===== src/hw/rtl/npc_pkg.sv =====
// Shared types and constants for the nearest-prototype classifier.
// No dependencies; used by every module of the block.
`default_nettype none

package npc_pkg;

    localparam int NUM_FEAT         = 8;
    localparam int FIELD_W          = 16;
    localparam int MAX_ENTRIES_DEF  = 64;
    localparam int FEATURE_BITS_DEF = 16;
    localparam int IDX_W            = 6;
    localparam int DIST_W           = 35;
    localparam int S_TDATA_W        = NUM_FEAT * FIELD_W;
    localparam int M_TDATA_W        = ((IDX_W + DIST_W + 7) / 8) * 8;

    localparam logic [DIST_W-1:0] DIST_MAX = {DIST_W{1'b1}};

    typedef enum logic {
        CMD_APPEND   = 1'b0,
        CMD_CLASSIFY = 1'b1
    } npc_cmd_t;

    typedef struct packed {
        logic     valid;
        npc_cmd_t cmd;
    } npc_ctrl_t;

    typedef enum logic [2:0] {
        ST_IDLE  = 3'b001,
        ST_SCAN  = 3'b010,
        ST_DRAIN = 3'b100
    } npc_state_t;

endpackage

`default_nettype wire


===== src/hw/rtl/npc_front.sv =====
// Front end: accepts input transfers, narrows or zero-extends features, and queues decoded items.
// Depends on npc_pkg.
`default_nettype none

module npc_front #(
    parameter int FEATURE_BITS = npc_pkg::FEATURE_BITS_DEF
) (
    input  wire logic                                   aclk,
    input  wire logic                                   aresetn,
    input  wire logic                                   s_axis_tvalid,
    output logic                                        s_axis_tready,
    input  wire logic [npc_pkg::S_TDATA_W-1:0]          s_axis_tdata,
    input  wire logic [0:0]                             s_axis_tuser,
    output npc_pkg::npc_ctrl_t                          q_ctrl,
    output logic [npc_pkg::NUM_FEAT*FEATURE_BITS-1:0]   q_feat,
    input  wire logic                                   q_pop
);

    localparam int FW = npc_pkg::NUM_FEAT * FEATURE_BITS;

    logic [FW-1:0]      feat;
    logic [FW-1:0]      feat_reg [2];
    npc_pkg::npc_cmd_t  cmd_reg  [2];
    logic               wr_ptr_reg, wr_ptr_next;
    logic               rd_ptr_reg, rd_ptr_next;
    logic [1:0]         fill_reg, fill_next;
    logic               push;

    for (genvar k = 0; k < npc_pkg::NUM_FEAT; k++) begin : g_feat
        if (FEATURE_BITS <= npc_pkg::FIELD_W) begin : g_narrow
            assign feat[k*FEATURE_BITS +: FEATURE_BITS] =
                s_axis_tdata[k*npc_pkg::FIELD_W +: FEATURE_BITS];
        end else begin : g_wide
            assign feat[k*FEATURE_BITS +: FEATURE_BITS] =
                {{(FEATURE_BITS - npc_pkg::FIELD_W){1'b0}},
                 s_axis_tdata[k*npc_pkg::FIELD_W +: npc_pkg::FIELD_W]};
        end
    end

    assign s_axis_tready = (fill_reg != 2'd2);
    assign push          = s_axis_tvalid && s_axis_tready;

    assign q_ctrl.valid = (fill_reg != 2'd0);
    assign q_ctrl.cmd   = cmd_reg[rd_ptr_reg];
    assign q_feat       = feat_reg[rd_ptr_reg];

    always_comb begin
        wr_ptr_next = push  ? ~wr_ptr_reg : wr_ptr_reg;
        rd_ptr_next = q_pop ? ~rd_ptr_reg : rd_ptr_reg;
        fill_next   = fill_reg + 2'(push) - 2'(q_pop);
    end

    always_ff @(posedge aclk) begin
        if (!aresetn) begin
            wr_ptr_reg <= 1'b0;
            rd_ptr_reg <= 1'b0;
            fill_reg   <= 2'd0;
        end else begin
            wr_ptr_reg <= wr_ptr_next;
            rd_ptr_reg <= rd_ptr_next;
            fill_reg   <= fill_next;
        end
    end

    always_ff @(posedge aclk) begin
        if (push) begin
            feat_reg[wr_ptr_reg] <= feat;
            cmd_reg[wr_ptr_reg]  <= npc_pkg::npc_cmd_t'(s_axis_tuser[0]);
        end
    end

endmodule

`default_nettype wire


===== config.mk =====
export PLATFORM = sky130hd
export DESIGN_NAME = npc_front
export DESIGN_NICKNAME = d
export VERILOG_FILES = /design/src/hw/rtl/npc_pkg.sv /design/src/hw/rtl/npc_front.sv
export SDC_FILE = /design/constraint.sdc
export NUM_CORES = 1
export LEC_CHECK = 0
export BUFFER_PORTS_ARGS = -buffer_cell sky130_fd_sc_hd__buf_4
export CAP_MARGIN = 40
export CORE_MARGIN = 1
export CORE_UTILIZATION = 52
export DETAILED_ROUTE_END_ITERATION = 6
export PLACE_DENSITY_LB_ADDON = 0.1
export SETUP_SLACK_MARGIN = 0.15
export SKIP_CTS_REPAIR_TIMING = 1
export SLEW_MARGIN = 5
export SYNTH_ARGS = -nofsm -noshare
export SYNTH_HDL_FRONTEND = slang
export SYNTH_SLANG_ARGS = --single-unit

===== constraint.sdc =====
create_clock -name aclk -period 3.95 [get_ports aclk]
set_input_delay 0 -clock aclk [delete_from_list [all_inputs] [get_ports aclk]]
set_output_delay 0 -clock aclk [all_outputs]
set_load 0.005 [all_outputs]

==> results of run 1 <==
==> where the power goes <==
part	total [W]	switching [W]	internal [W]
Clock	0.00236	0.000979	0.00138
Combinational	0.000984	0.000403	0.000580
Sequential	0.00342	0.0000790	0.00334
==> logic make-up (layout without fill, tap and decap cells) <==
kind of cell             Yosys count  in the layout  share of synthesized area
multiplexers                     130            130                     0.1521
adder cells (fa/ha/maj)            1              1                   0.001301
XOR/XNOR                           2              2                   0.001822
AO/OA/AOI/OAI                      5              5                   0.004685
flip-flops                       263            263                     0.8161
buffers and inverters             16            455                    0.01614
AND/OR/NAND/NOR                   12             12                   0.007808
other                              0              1                          0
==> cell type report <==
type	instances	share of cell area
antenna	1	0.0001790
clock buffer	33	0.04995
clock inverter	16	0.008593
inverter	2	0.0007161
multi-input combinational	150	0.1156
sequential	263	0.5617
tap	229	0.02050
timing repair buffer	404	0.2427
==> critical path, stage by stage, from the launching register on <==
cell and delay [ps]:
sky130_fd_sc_hd__dfxtp_4 880, sky130_fd_sc_hd__buf_4 420, sky130_fd_sc_hd__mux2_2 380, sky130_fd_sc_hd__buf_4 140
==> worst max path at each step <==
stage | from | to | slack [ps] | depth (start not counted)
floorplan | fill_reg[0] | cmd_reg[0] | 310 | 3
global placement | fill_reg[0] | feat_reg[1][15] | 1850 | 3
detailed placement | fill_reg[0] | feat_reg[1][15] | 1790 | 3
CTS | flip-flop | q_feat[100] | 1440 | 3
global route | flip-flop | q_feat[27] | 1360 | 3
finish | flip-flop | q_feat[60] | 1520 | 3
==> synth_stat cells <==
cell / number
sky130_fd_sc_hd__a21boi_2: 1
sky130_fd_sc_hd__nand3b_1: 2
sky130_fd_sc_hd__a211oi_1: 1
sky130_fd_sc_hd__and3_2: 1
sky130_fd_sc_hd__ha_1: 1
sky130_fd_sc_hd__xor2_1: 1
sky130_fd_sc_hd__nand2_1: 2
sky130_fd_sc_hd__and2_1: 3
sky130_fd_sc_hd__mux2i_1: 1
sky130_fd_sc_hd__inv_1: 2
sky130_fd_sc_hd__buf_2: 1
sky130_fd_sc_hd__a21bo_2: 1
sky130_fd_sc_hd__nand2b_1: 1
sky130_fd_sc_hd__buf_6: 12
sky130_fd_sc_hd__or2_2: 1
sky130_fd_sc_hd__nand3_1: 1
sky130_fd_sc_hd__nor4b_1: 1
sky130_fd_sc_hd__xnor2_1: 1
sky130_fd_sc_hd__dfxtp_1: 5
sky130_fd_sc_hd__a21boi_0: 1
sky130_fd_sc_hd__a211o_1: 1
sky130_fd_sc_hd__edfxtp_1: 258
sky130_fd_sc_hd__buf_4: 1
sky130_fd_sc_hd__mux2_2: 129
==> through the flow <==
stage                     power (W)  cells    util
after floorplan            0.003868    429       -
after global placement     0.004317    914  0.6556
after detailed placement   0.004350    914  0.6556
after CTS                  0.006701    963  0.7010
after global routing       0.007012   1097  0.7754
final                      0.006762   1098  0.7755
==> layer usage <==
metal / track usage / vias to the layer above / part of all wire
met4: 0.05193 / 0 / 0.019
li1: - / 2553 / -
met5: 0 / - / 0
met2: 0.3094 / 204 / 0.51
met3: 0.08004 / 32 / 0.091
met1: 0.2134 / 2647 / 0.38
==> impl_metrics.prom, run 1 <==
# TYPE chip_impl_metric gauge
chip_impl_info{name="holdPathEnd",value="feat_reg[1][63]"} 1
chip_impl_metric{name="post-dp-hpwl",unit="um"} 12100
chip_impl_metric{name="synth_area_per_cell",unit="um2"} 22.41
chip_impl_info{name="timing.setup.critical_path_class",value="flip-flop to primary output"} 1
chip_impl_metric{name="cts_htree_levels",unit=""} 1
chip_impl_metric{name="groute.usage.overall",unit=""} 0.1838
chip_impl_metric{name="maxSlewHeadroom",unit=""} 0.4144
chip_impl_metric{name="seq_area",unit="um2"} 7851
chip_impl_metric{name="first_pass_grt_wire_length",unit="um"} 26210
chip_impl_metric{name="netlist_instances",unit=""} 429
chip_impl_metric{name="cp_data_required_time",unit="ps"} 3950
chip_impl_metric{name="sequential_area_share_after_synthesis",unit=""} 0.8161
chip_impl_info{name="commonest_non_fill_non_tap_cells_in_the_layout",value="sky130_fd_sc_hd__buf_4, sky130_fd_sc_hd__edfxtp_1, sky130_fd_sc_hd__dlygate4sd3_1"} 1
chip_impl_metric{name="final_cell_area",unit="um2"} 13980
chip_impl_metric{name="grt_pass1_vias",unit=""} 5061
chip_impl_metric{name="fp.dieW",unit="um"} 138.0
chip_impl_metric{name="synth_top_area_frac",unit=""} 0.8057
chip_impl_metric{name="grt_start_max_net_pins",unit=""} 66
chip_impl_metric{name="setup-violations-final",unit=""} 0
chip_impl_metric{name="antenna_violations_before_repair",unit=""} 0
chip_impl_info{name="outcome",value="finished clean"} 1
chip_impl_metric{name="port_buffers",unit=""} 263
chip_impl_metric{name="remaining_design_rule_violation_count",unit=""} 0
chip_impl_metric{name="crit_arrival",unit="ps"} 2430
chip_impl_metric{name="ir_drop",unit="uV"} 430.6
chip_impl_info{name="hold_path.startpoint",value="s_axis_tdata[63]"} 1
chip_impl_metric{name="reg2reg_setup_slack",unit="ps"} 1790
chip_impl_info{name="critPathLaunchType",value="flip-flop"} 1
chip_impl_info{name="yosysTopAreaCell",value="sky130_fd_sc_hd__edfxtp_1"} 1
chip_impl_metric{name="syn-num-nets",unit=""} 563
chip_impl_metric{name="avgViaCountPerCell",unit=""} 4.951
chip_impl_metric{name="initial_standard_cell_utilization_of_the_core",unit=""} 0.5335
chip_impl_info{name="critical_path.reg2reg.endpoint",value="fill_reg[1]"} 1
chip_impl_info{name="synth.area.top_cells",value="sky130_fd_sc_hd__edfxtp_1, sky130_fd_sc_hd__mux2_2, sky130_fd_sc_hd__buf_6, sky130_fd_sc_hd__dfxtp_1, sky130_fd_sc_hd__and2_1"} 1
chip_impl_info{name="timing.hold.worst.class",value="input port to flip-flop"} 1
chip_impl_metric{name="clock_sinks",unit=""} 263
chip_impl_info{name="tritoncts",value="done"} 1
chip_impl_metric{name="numCtsBuffers",unit=""} 27
chip_impl_metric{name="worst-slew-pin-transition",unit="ps"} 878.4
chip_impl_metric{name="timing.final.hold_violations",unit=""} 0
chip_impl_info{name="r2r_start",value="fill_reg[0]"} 1
chip_impl_metric{name="drtPass1Iterations",unit=""} 4
chip_impl_metric{name="hold-worst-slack",unit="ps"} 210.4
chip_impl_metric{name="leakage",unit="nW"} 5.279
chip_impl_info{name="cp-end-kind",value="primary output"} 1
chip_impl_info{name="clock-root-buffer",value="sky130_fd_sc_hd__clkbuf_16"} 1
chip_impl_metric{name="routed_wirelength",unit="um"} 20440
chip_impl_metric{name="hold-path-cell-count",unit=""} 2
chip_impl_info{name="grt_setup_unrepaired",value="no"} 1
chip_impl_metric{name="multiInputGateArea",unit="um2"} 1617
chip_impl_metric{name="mappedNetlistArea",unit="um2"} 9615
chip_impl_metric{name="synthDistinctLibCells",unit=""} 24
chip_impl_metric{name="core_area",unit="um2"} 18020
chip_impl_metric{name="max_ffs_per_register",unit=""} 256
chip_impl_metric{name="max_cap_violations",unit=""} 0
chip_impl_metric{name="totalNegativeSetupSlack",unit="ps"} 0
chip_impl_metric{name="routed-via-count",unit=""} 5436
chip_impl_info{name="layout_commonest_cell",value="sky130_fd_sc_hd__buf_4"} 1
chip_impl_metric{name="clock_transition_time_at_the_flip_flop_clock_pins_of_the_worst_setup_and_hold_paths",unit="ps"} 60
chip_impl_metric{name="placement.cell_area",unit="um2"} 11820
chip_impl_metric{name="die_area",unit="um2"} 19040
chip_impl_metric{name="routed_antenna_nets",unit=""} 0
chip_impl_metric{name="ioPinCount",unit=""} 264
chip_impl_metric{name="slew_violations",unit=""} 0
chip_impl_metric{name="final.min_clock_period",unit="ps"} 2433
chip_impl_metric{name="layout-area-overhead-vs-synth",unit="%"} 45.37
chip_impl_metric{name="drt_iter0_markers",unit=""} 253
chip_impl_metric{name="worst-r2r-cell-count",unit=""} 8
chip_impl_metric{name="clk_path_buf_depth",unit=""} 3
chip_impl_metric{name="wire_per_inst",unit="um"} 18.61
chip_impl_metric{name="final.setup.worst_slack",unit="ps"} 1517
chip_impl_metric{name="total_congestion_overflow",unit=""} 0
chip_impl_metric{name="fin_nets",unit=""} 982
chip_impl_metric{name="yosys_register_bits",unit=""} 263
chip_impl_metric{name="globalplace.congestion",unit=""} 0.7295
chip_impl_metric{name="overall_die_height",unit="um"} 138.0
chip_impl_metric{name="fp-row-count",unit=""} 49
chip_impl_metric{name="ys.warnings.count",unit=""} 0
chip_impl_metric{name="layout.filler_cells",unit=""} 1001
chip_impl_metric{name="worst_clock_skew",unit="ps"} 9.091
chip_impl_metric{name="post_route_cells_drive_above_1_share",unit=""} 0.5035
chip_impl_metric{name="power.density",unit="nW/um2"} 483.7
chip_impl_metric{name="clock_insertion_delay_worst_skew",unit="ps"} 510
chip_impl_metric{name="placement.setup.worst_slack",unit="ps"} 1791
chip_impl_metric{name="layout_worst_path_cycle_share",unit=""} 0.6161
chip_impl_metric{name="worstPathMaxFanout",unit=""} 65
chip_impl_metric{name="fmax",unit="MHz"} 410.9
(Power assumes the default switching activity.)
==> inputs of run 2 (changes only) <==
- clock period: 3.95 -> 2.5 ns (I/O delays scaled with it)
==> impl_metrics.prom, run 2 (same netlist as run 1, synthesis figures left out) <==
# TYPE chip_impl_metric gauge
chip_impl_info{name="outcome",value="finished clean"} 1
chip_impl_metric{name="remaining_design_rule_violation_count",unit=""} 0
chip_impl_metric{name="power.density",unit="nW/um2"} 760.1
chip_impl_info{name="critPathLaunchType",value="flip-flop"} 1
chip_impl_metric{name="grt_start_max_net_pins",unit=""} 80
chip_impl_metric{name="groute.usage.overall",unit=""} 0.1809
chip_impl_info{name="critPathCapture",value="fill_reg[1]"} 1
chip_impl_metric{name="fp-row-count",unit=""} 49
chip_impl_info{name="cp-end-kind",value="flip-flop"} 1
chip_impl_metric{name="worst-r2r-cell-count",unit=""} 8
chip_impl_info{name="critical_path.reg2reg.endpoint",value="fill_reg[1]"} 1
chip_impl_info{name="r2r_start",value="fill_reg[0]"} 1
chip_impl_info{name="grt_setup_unrepaired",value="no"} 1
chip_impl_metric{name="clk_path_buf_depth",unit=""} 3
chip_impl_metric{name="final.setup.worst_slack",unit="ps"} 438.9
chip_impl_metric{name="worst-slew-pin-transition",unit="ps"} 664.9
chip_impl_metric{name="hold-worst-slack",unit="ps"} 209.8
chip_impl_metric{name="overall_die_height",unit="um"} 138.0
chip_impl_metric{name="leakage",unit="nW"} 5.286
chip_impl_metric{name="clock_insertion_delay_worst_skew",unit="ps"} 520
chip_impl_metric{name="worstPathMaxFanout",unit=""} 5
chip_impl_metric{name="layout.filler_cells",unit=""} 999
chip_impl_metric{name="slew_violations",unit=""} 0
chip_impl_info{name="tritoncts",value="done"} 1
chip_impl_info{name="timing.setup.critical_path_class",value="flip-flop to flip-flop"} 1
chip_impl_metric{name="cp_data_required_time",unit="ps"} 2890
chip_impl_metric{name="drt_iter0_markers",unit=""} 253
chip_impl_metric{name="layout-area-overhead-vs-synth",unit="%"} 45.71
chip_impl_metric{name="routed-via-count",unit=""} 5460
chip_impl_info{name="clock-root-buffer",value="sky130_fd_sc_hd__clkbuf_16"} 1
chip_impl_info{name="timing.hold.worst.class",value="input port to flip-flop"} 1
chip_impl_metric{name="maxSlewHeadroom",unit=""} 0.5567
chip_impl_metric{name="post_route_cells_drive_above_1_share",unit=""} 0.5156
chip_impl_metric{name="fmax",unit="MHz"} 485.2
chip_impl_metric{name="total_congestion_overflow",unit=""} 0
chip_impl_info{name="timing.critical_path.max_delay_family",value="buffers and inverters"} 1
chip_impl_metric{name="setup-violations-final",unit=""} 0
chip_impl_metric{name="routed_wirelength",unit="um"} 19950
chip_impl_metric{name="placement.setup.worst_slack",unit="ps"} 775.1
chip_impl_metric{name="wire_per_inst",unit="um"} 18.27
chip_impl_metric{name="initial_standard_cell_utilization_of_the_core",unit=""} 0.5335
chip_impl_info{name="crit_path_cell_trace",value="nand2b_4, nand2_1, xnor2_1, ha_1, nand3b_1, mux2i_1, a211o_1, dlygate4sd3_1"} 1
chip_impl_metric{name="timing.final.hold_violations",unit=""} 0
chip_impl_metric{name="core_area",unit="um2"} 18020
chip_impl_info{name="origin_of_the_worst_setup_path",value="fill_reg[0]"} 1
chip_impl_metric{name="globalplace.congestion",unit=""} 0.7055
chip_impl_metric{name="fp.dieW",unit="um"} 138.0
chip_impl_metric{name="antenna_violations_before_repair",unit=""} 0
chip_impl_metric{name="ir_drop",unit="uV"} 665.5
chip_impl_metric{name="cts_htree_levels",unit=""} 1
chip_impl_metric{name="post-dp-hpwl",unit="um"} 11910
chip_impl_metric{name="clock_transition_time_at_the_flip_flop_clock_pins_of_the_worst_setup_and_hold_paths",unit="ps"} 60
chip_impl_metric{name="clock_sinks",unit=""} 263
chip_impl_metric{name="routed_antenna_nets",unit=""} 0
chip_impl_metric{name="grt_pass1_vias",unit=""} 5017
chip_impl_metric{name="insertedDiodeCount",unit=""} 0
chip_impl_info{name="commonest_non_fill_non_tap_cells_in_the_layout",value="sky130_fd_sc_hd__buf_4, sky130_fd_sc_hd__edfxtp_1, sky130_fd_sc_hd__dlygate4sd3_1"} 1
chip_impl_metric{name="path_buf_inv",unit=""} 1
chip_impl_info{name="cpMaxStageDelayCell",value="sky130_fd_sc_hd__dlygate4sd3_1"} 1
chip_impl_metric{name="worst_path_largest_cell_delay",unit="ps"} 550
chip_impl_metric{name="layout_worst_path_cycle_share",unit=""} 0.8244
chip_impl_metric{name="max_cap_violations",unit=""} 0
chip_impl_metric{name="multiInputGateArea",unit="um2"} 1624
chip_impl_metric{name="die_area",unit="um2"} 19040
chip_impl_metric{name="drtPass1Iterations",unit=""} 4
chip_impl_metric{name="final.min_clock_period",unit="ps"} 2061
chip_impl_metric{name="crit_arrival",unit="ps"} 2450
chip_impl_metric{name="first_pass_grt_wire_length",unit="um"} 25980
chip_impl_metric{name="port_buffers",unit=""} 263
chip_impl_metric{name="numCtsBuffers",unit=""} 26
chip_impl_metric{name="reg2reg_setup_slack",unit="ps"} 440
chip_impl_metric{name="max_ffs_per_register",unit=""} 256
chip_impl_info{name="layout_commonest_cell",value="sky130_fd_sc_hd__buf_4"} 1
chip_impl_metric{name="seq_area",unit="um2"} 7854
chip_impl_metric{name="ioPinCount",unit=""} 264
chip_impl_metric{name="fin_nets",unit=""} 981
chip_impl_metric{name="worst_clock_skew",unit="ps"} 13.27
chip_impl_metric{name="path_depth",unit=""} 8
chip_impl_metric{name="avgViaCountPerCell",unit=""} 5.000
## run 2: worst min path at each step
stage                                 start          endpoint  slack, ps  cells past startpoint
after floorplan                s_axis_tuser        cmd_reg[0]        100                      0
after global placement      s_axis_tdata[9]    feat_reg[1][9]        180                      1
after detailed placement   s_axis_tdata[54]   feat_reg[0][54]        190                      1
after CTS                  s_axis_tdata[34]   feat_reg[1][34]       -350                      1
after global routing      s_axis_tdata[126]  feat_reg[0][126]        200                      2
final                     s_axis_tdata[111]  feat_reg[1][111]        210                      2
## run 2: per-layer routing
layer	global-route usage	wire length, um
met3	0.06287	1509
met2	0.3122	10550
met4	0.05435	284
met1	0.2126	7601
met5	0	0
## run 2: metrics by stage
| stage | util | TNS, ps | power [W] | cell area, um2 | std cells |
|---|---|---|---|---|---|
| after detailed placement | 0.6587 | 0 | 0.006897 | 11870 | 915 |
| after CTS | 0.7035 | 0 | 0.01056 | 12680 | 959 |
| after floorplan | - | -58460 | 0.006109 | 9629 | 429 |
| after global routing | 0.7773 | 0 | 0.01105 | 14010 | 1092 |
| after global placement | 0.6587 | 0 | 0.006838 | 11870 | 915 |
| final | 0.7773 | 0 | 0.01065 | 14010 | 1092 |
## run 2: power breakdown
part / internal [W] / switching, W
Clock: 0.00216 / 0.00151
Sequential: 0.00528 / 0.000106
Combinational: 0.000931 / 0.000657
Total: 0.00837 / 0.00228
## run 2: cell type report
cell class | instances | area share
Sequential cell | 263 | 0.5605
Clock inverter | 14 | 0.008573
Clock buffer | 30 | 0.04903
Multi-Input combinational cell | 150 | 0.1159
Tap cell | 229 | 0.02045
Inverter | 2 | 0.0008037
Timing Repair Buffer | 404 | 0.2447
==> inputs of run 3 (changes only) <==
- CORE_UTILIZATION: 52 -> 47
- clock period: 2.5 -> 1.7 ns (I/O delays scaled with it)
==> impl_metrics.prom, run 3 (same netlist as run 1, synthesis figures left out) <==
# TYPE chip_impl_metric gauge
chip_impl_info{name="outcome",value="finished with violations"} 1
chip_impl_info{name="failed_checks",value="negative setup slack"} 1
chip_impl_metric{name="wire_per_inst",unit="um"} 19.12
chip_impl_metric{name="drtPass1Iterations",unit=""} 4
chip_impl_metric{name="ioPinCount",unit=""} 264
chip_impl_metric{name="port_buffers",unit=""} 263
chip_impl_metric{name="placement.cell_area",unit="um2"} 12000
chip_impl_metric{name="setup-violations-final",unit=""} 63
chip_impl_info{name="critPathLaunchType",value="flip-flop"} 1
chip_impl_metric{name="cts_htree_levels",unit=""} 1
chip_impl_info{name="layout_commonest_cell",value="sky130_fd_sc_hd__edfxtp_1"} 1
chip_impl_info{name="commonest_non_fill_non_tap_cells_in_the_layout",value="sky130_fd_sc_hd__edfxtp_1, sky130_fd_sc_hd__buf_4, sky130_fd_sc_hd__dlygate4sd3_1"} 1
chip_impl_metric{name="die_area",unit="um2"} 21040
chip_impl_metric{name="max_ffs_per_register",unit=""} 256
chip_impl_info{name="cp-end-kind",value="primary output"} 1
chip_impl_metric{name="final_cell_area",unit="um2"} 14820
chip_impl_metric{name="worst-slew-pin-transition",unit="ps"} 388.4
chip_impl_metric{name="routed_wirelength",unit="um"} 22260
chip_impl_metric{name="grt_pass1_vias",unit=""} 5310
chip_impl_metric{name="routed-via-count",unit=""} 5626
chip_impl_metric{name="max_cap_violations",unit=""} 0
chip_impl_metric{name="layout_worst_path_cycle_share",unit=""} 1.045
chip_impl_metric{name="first_pass_grt_wire_length",unit="um"} 28210
chip_impl_metric{name="crit_arrival",unit="ps"} 1780
chip_impl_metric{name="worst_clock_skew",unit="ps"} 16.39
chip_impl_info{name="tritoncts",value="done"} 1
chip_impl_metric{name="worstPathMaxFanout",unit=""} 11
chip_impl_metric{name="clock_transition_time_at_the_flip_flop_clock_pins_of_the_worst_setup_and_hold_paths",unit="ps"} 70
chip_impl_metric{name="numCtsBuffers",unit=""} 28
chip_impl_metric{name="layout.cells.non_filler",unit=""} 1164
chip_impl_metric{name="leakage",unit="nW"} 5.711
chip_impl_metric{name="globalplace.congestion",unit=""} 0.7564
chip_impl_metric{name="totalNegativeSetupSlack",unit="ps"} -1780
chip_impl_metric{name="fp-row-count",unit=""} 51
chip_impl_metric{name="clock_insertion_delay_worst_skew",unit="ps"} 530
chip_impl_info{name="timing.setup.critical_path_class",value="flip-flop to primary output"} 1
chip_impl_metric{name="hold-worst-slack",unit="ps"} 191.2
chip_impl_metric{name="layout.filler_cells",unit=""} 1185
chip_impl_metric{name="grt_start_max_net_pins",unit=""} 54
chip_impl_metric{name="final.min_clock_period",unit="ps"} 1776
chip_impl_metric{name="core_area",unit="um2"} 19780
chip_impl_metric{name="cp_data_required_time",unit="ps"} 1700
chip_impl_metric{name="overall_die_height",unit="um"} 145.0
chip_impl_metric{name="avgViaCountPerCell",unit=""} 4.833
chip_impl_metric{name="layout.core_utilization",unit=""} 0.7492
chip_impl_info{name="grt_setup_unrepaired",value="yes"} 1
chip_impl_metric{name="fmax",unit="MHz"} 563.1
chip_impl_metric{name="remaining_design_rule_violation_count",unit=""} 0
chip_impl_metric{name="layout-area-overhead-vs-synth",unit="%"} 54.13
chip_impl_metric{name="total_congestion_overflow",unit=""} 0
chip_impl_metric{name="fin_nets",unit=""} 1013
chip_impl_metric{name="groute.usage.overall",unit=""} 0.1736
chip_impl_metric{name="antenna_violations_before_repair",unit=""} 0
chip_impl_metric{name="drt_iter0_markers",unit=""} 232
chip_impl_info{name="timing.hold.worst.class",value="input port to flip-flop"} 1
chip_impl_metric{name="clk_path_buf_depth",unit=""} 3
chip_impl_metric{name="dp_cells",unit=""} 954
chip_impl_metric{name="slew_violations",unit=""} 0
chip_impl_metric{name="maxSlewHeadroom",unit=""} 0.7374
chip_impl_metric{name="initial_standard_cell_utilization_of_the_core",unit=""} 0.4861
chip_impl_metric{name="timing.final.hold_violations",unit=""} 0
chip_impl_metric{name="clock_sinks",unit=""} 263
chip_impl_metric{name="ir_drop",unit="uV"} 816.0
chip_impl_metric{name="power.density",unit="nW/um2"} 1107
chip_impl_metric{name="post_route_cells_drive_above_1_share",unit=""} 0.5345
chip_impl_info{name="clock-root-buffer",value="sky130_fd_sc_hd__clkbuf_16"} 1
chip_impl_metric{name="post-dp-hpwl",unit="um"} 12490
chip_impl_metric{name="routed_antenna_nets",unit=""} 0
chip_impl_metric{name="fp.dieW",unit="um"} 145.0
chip_impl_metric{name="final.setup.worst_slack",unit="ps"} -75.91
==> run 3: cell types whose count changed in the layout (fill, tap and decap cells not counted), moves of 3 or more <==
cell                        previous run  this run
sky130_fd_sc_hd__mux2_2              129        94
sky130_fd_sc_hd__buf_6                 0        35
sky130_fd_sc_hd__buf_4               266       248
sky130_fd_sc_hd__clkbuf_16            27        35
sky130_fd_sc_hd__clkinv_1              5         2
sky130_fd_sc_hd__clkbuf_8              0         3
sky130_fd_sc_hd__mux2_4                0        35
sky130_fd_sc_hd__buf_12                5        12
sky130_fd_sc_hd__clkbuf_1              3         9
==> run 3: path summary, 6_finish.rpt <==
path                          end        startpoint  slack [ps]  cells past startpoint
hold reg to reg         flip-flop        rd_ptr_reg         580                      2
setup reg to reg  feat_reg[0][55]       fill_reg[0]         180                      4
setup / recovery       q_feat[12]         flip-flop         -80                      5
hold / removal    feat_reg[0][12]  s_axis_tdata[12]         190                      2
==> run 3: metrics by stage <==
step           setup slack (ps)  total power [W]
2_1_floorplan             -1212         0.008984
3_3_place_gp              247.2          0.01014
3_5_place_dp              206.3          0.01021
4_1_cts                  -273.6          0.01584
5_1_grt                  -137.5          0.01696
6_report                 -75.91          0.01640
==> run 3: cell type report <==
type                       instances  area, um2  share of cell area
antenna                            1      2.502           0.0001688
clock buffer                      41      800.8             0.05403
clock inverter                     8      62.56            0.004221
inverter                           2      11.26           0.0007598
multi-input combinational        150       1760              0.1188
sequential                       263       7856              0.5301
tap                              265      331.6             0.02237
timing repair buffer             434       3995              0.2696
==> run 3: report_power, final <==
part / internal [W] / leakage (nW) / total, W / switching [W]
logic: 0.00171 / 2.83 / 0.00283 / 0.00112
clock network: 0.00338 / 0.426 / 0.00566 / 0.00228
registers: 0.00777 / 2.45 / 0.00791 / 0.000138
==> run 3: worst max-delay path: stages (launching register included) <==
cell	delay, ps
sky130_fd_sc_hd__dfxtp_4	370
sky130_fd_sc_hd__buf_4	130
sky130_fd_sc_hd__buf_12	120
sky130_fd_sc_hd__buf_4	120
sky130_fd_sc_hd__mux2_2	350
sky130_fd_sc_hd__buf_4	140
==> run 3: metal layers <==
layer	global-route usage	wire length [um]	vias to the layer above
li1	-	-	2613
met1	0.1951	8113	2762
met2	0.3111	12180	210
met3	0.05566	1441	41
met4	0.05532	529	0
met5	0	0	-
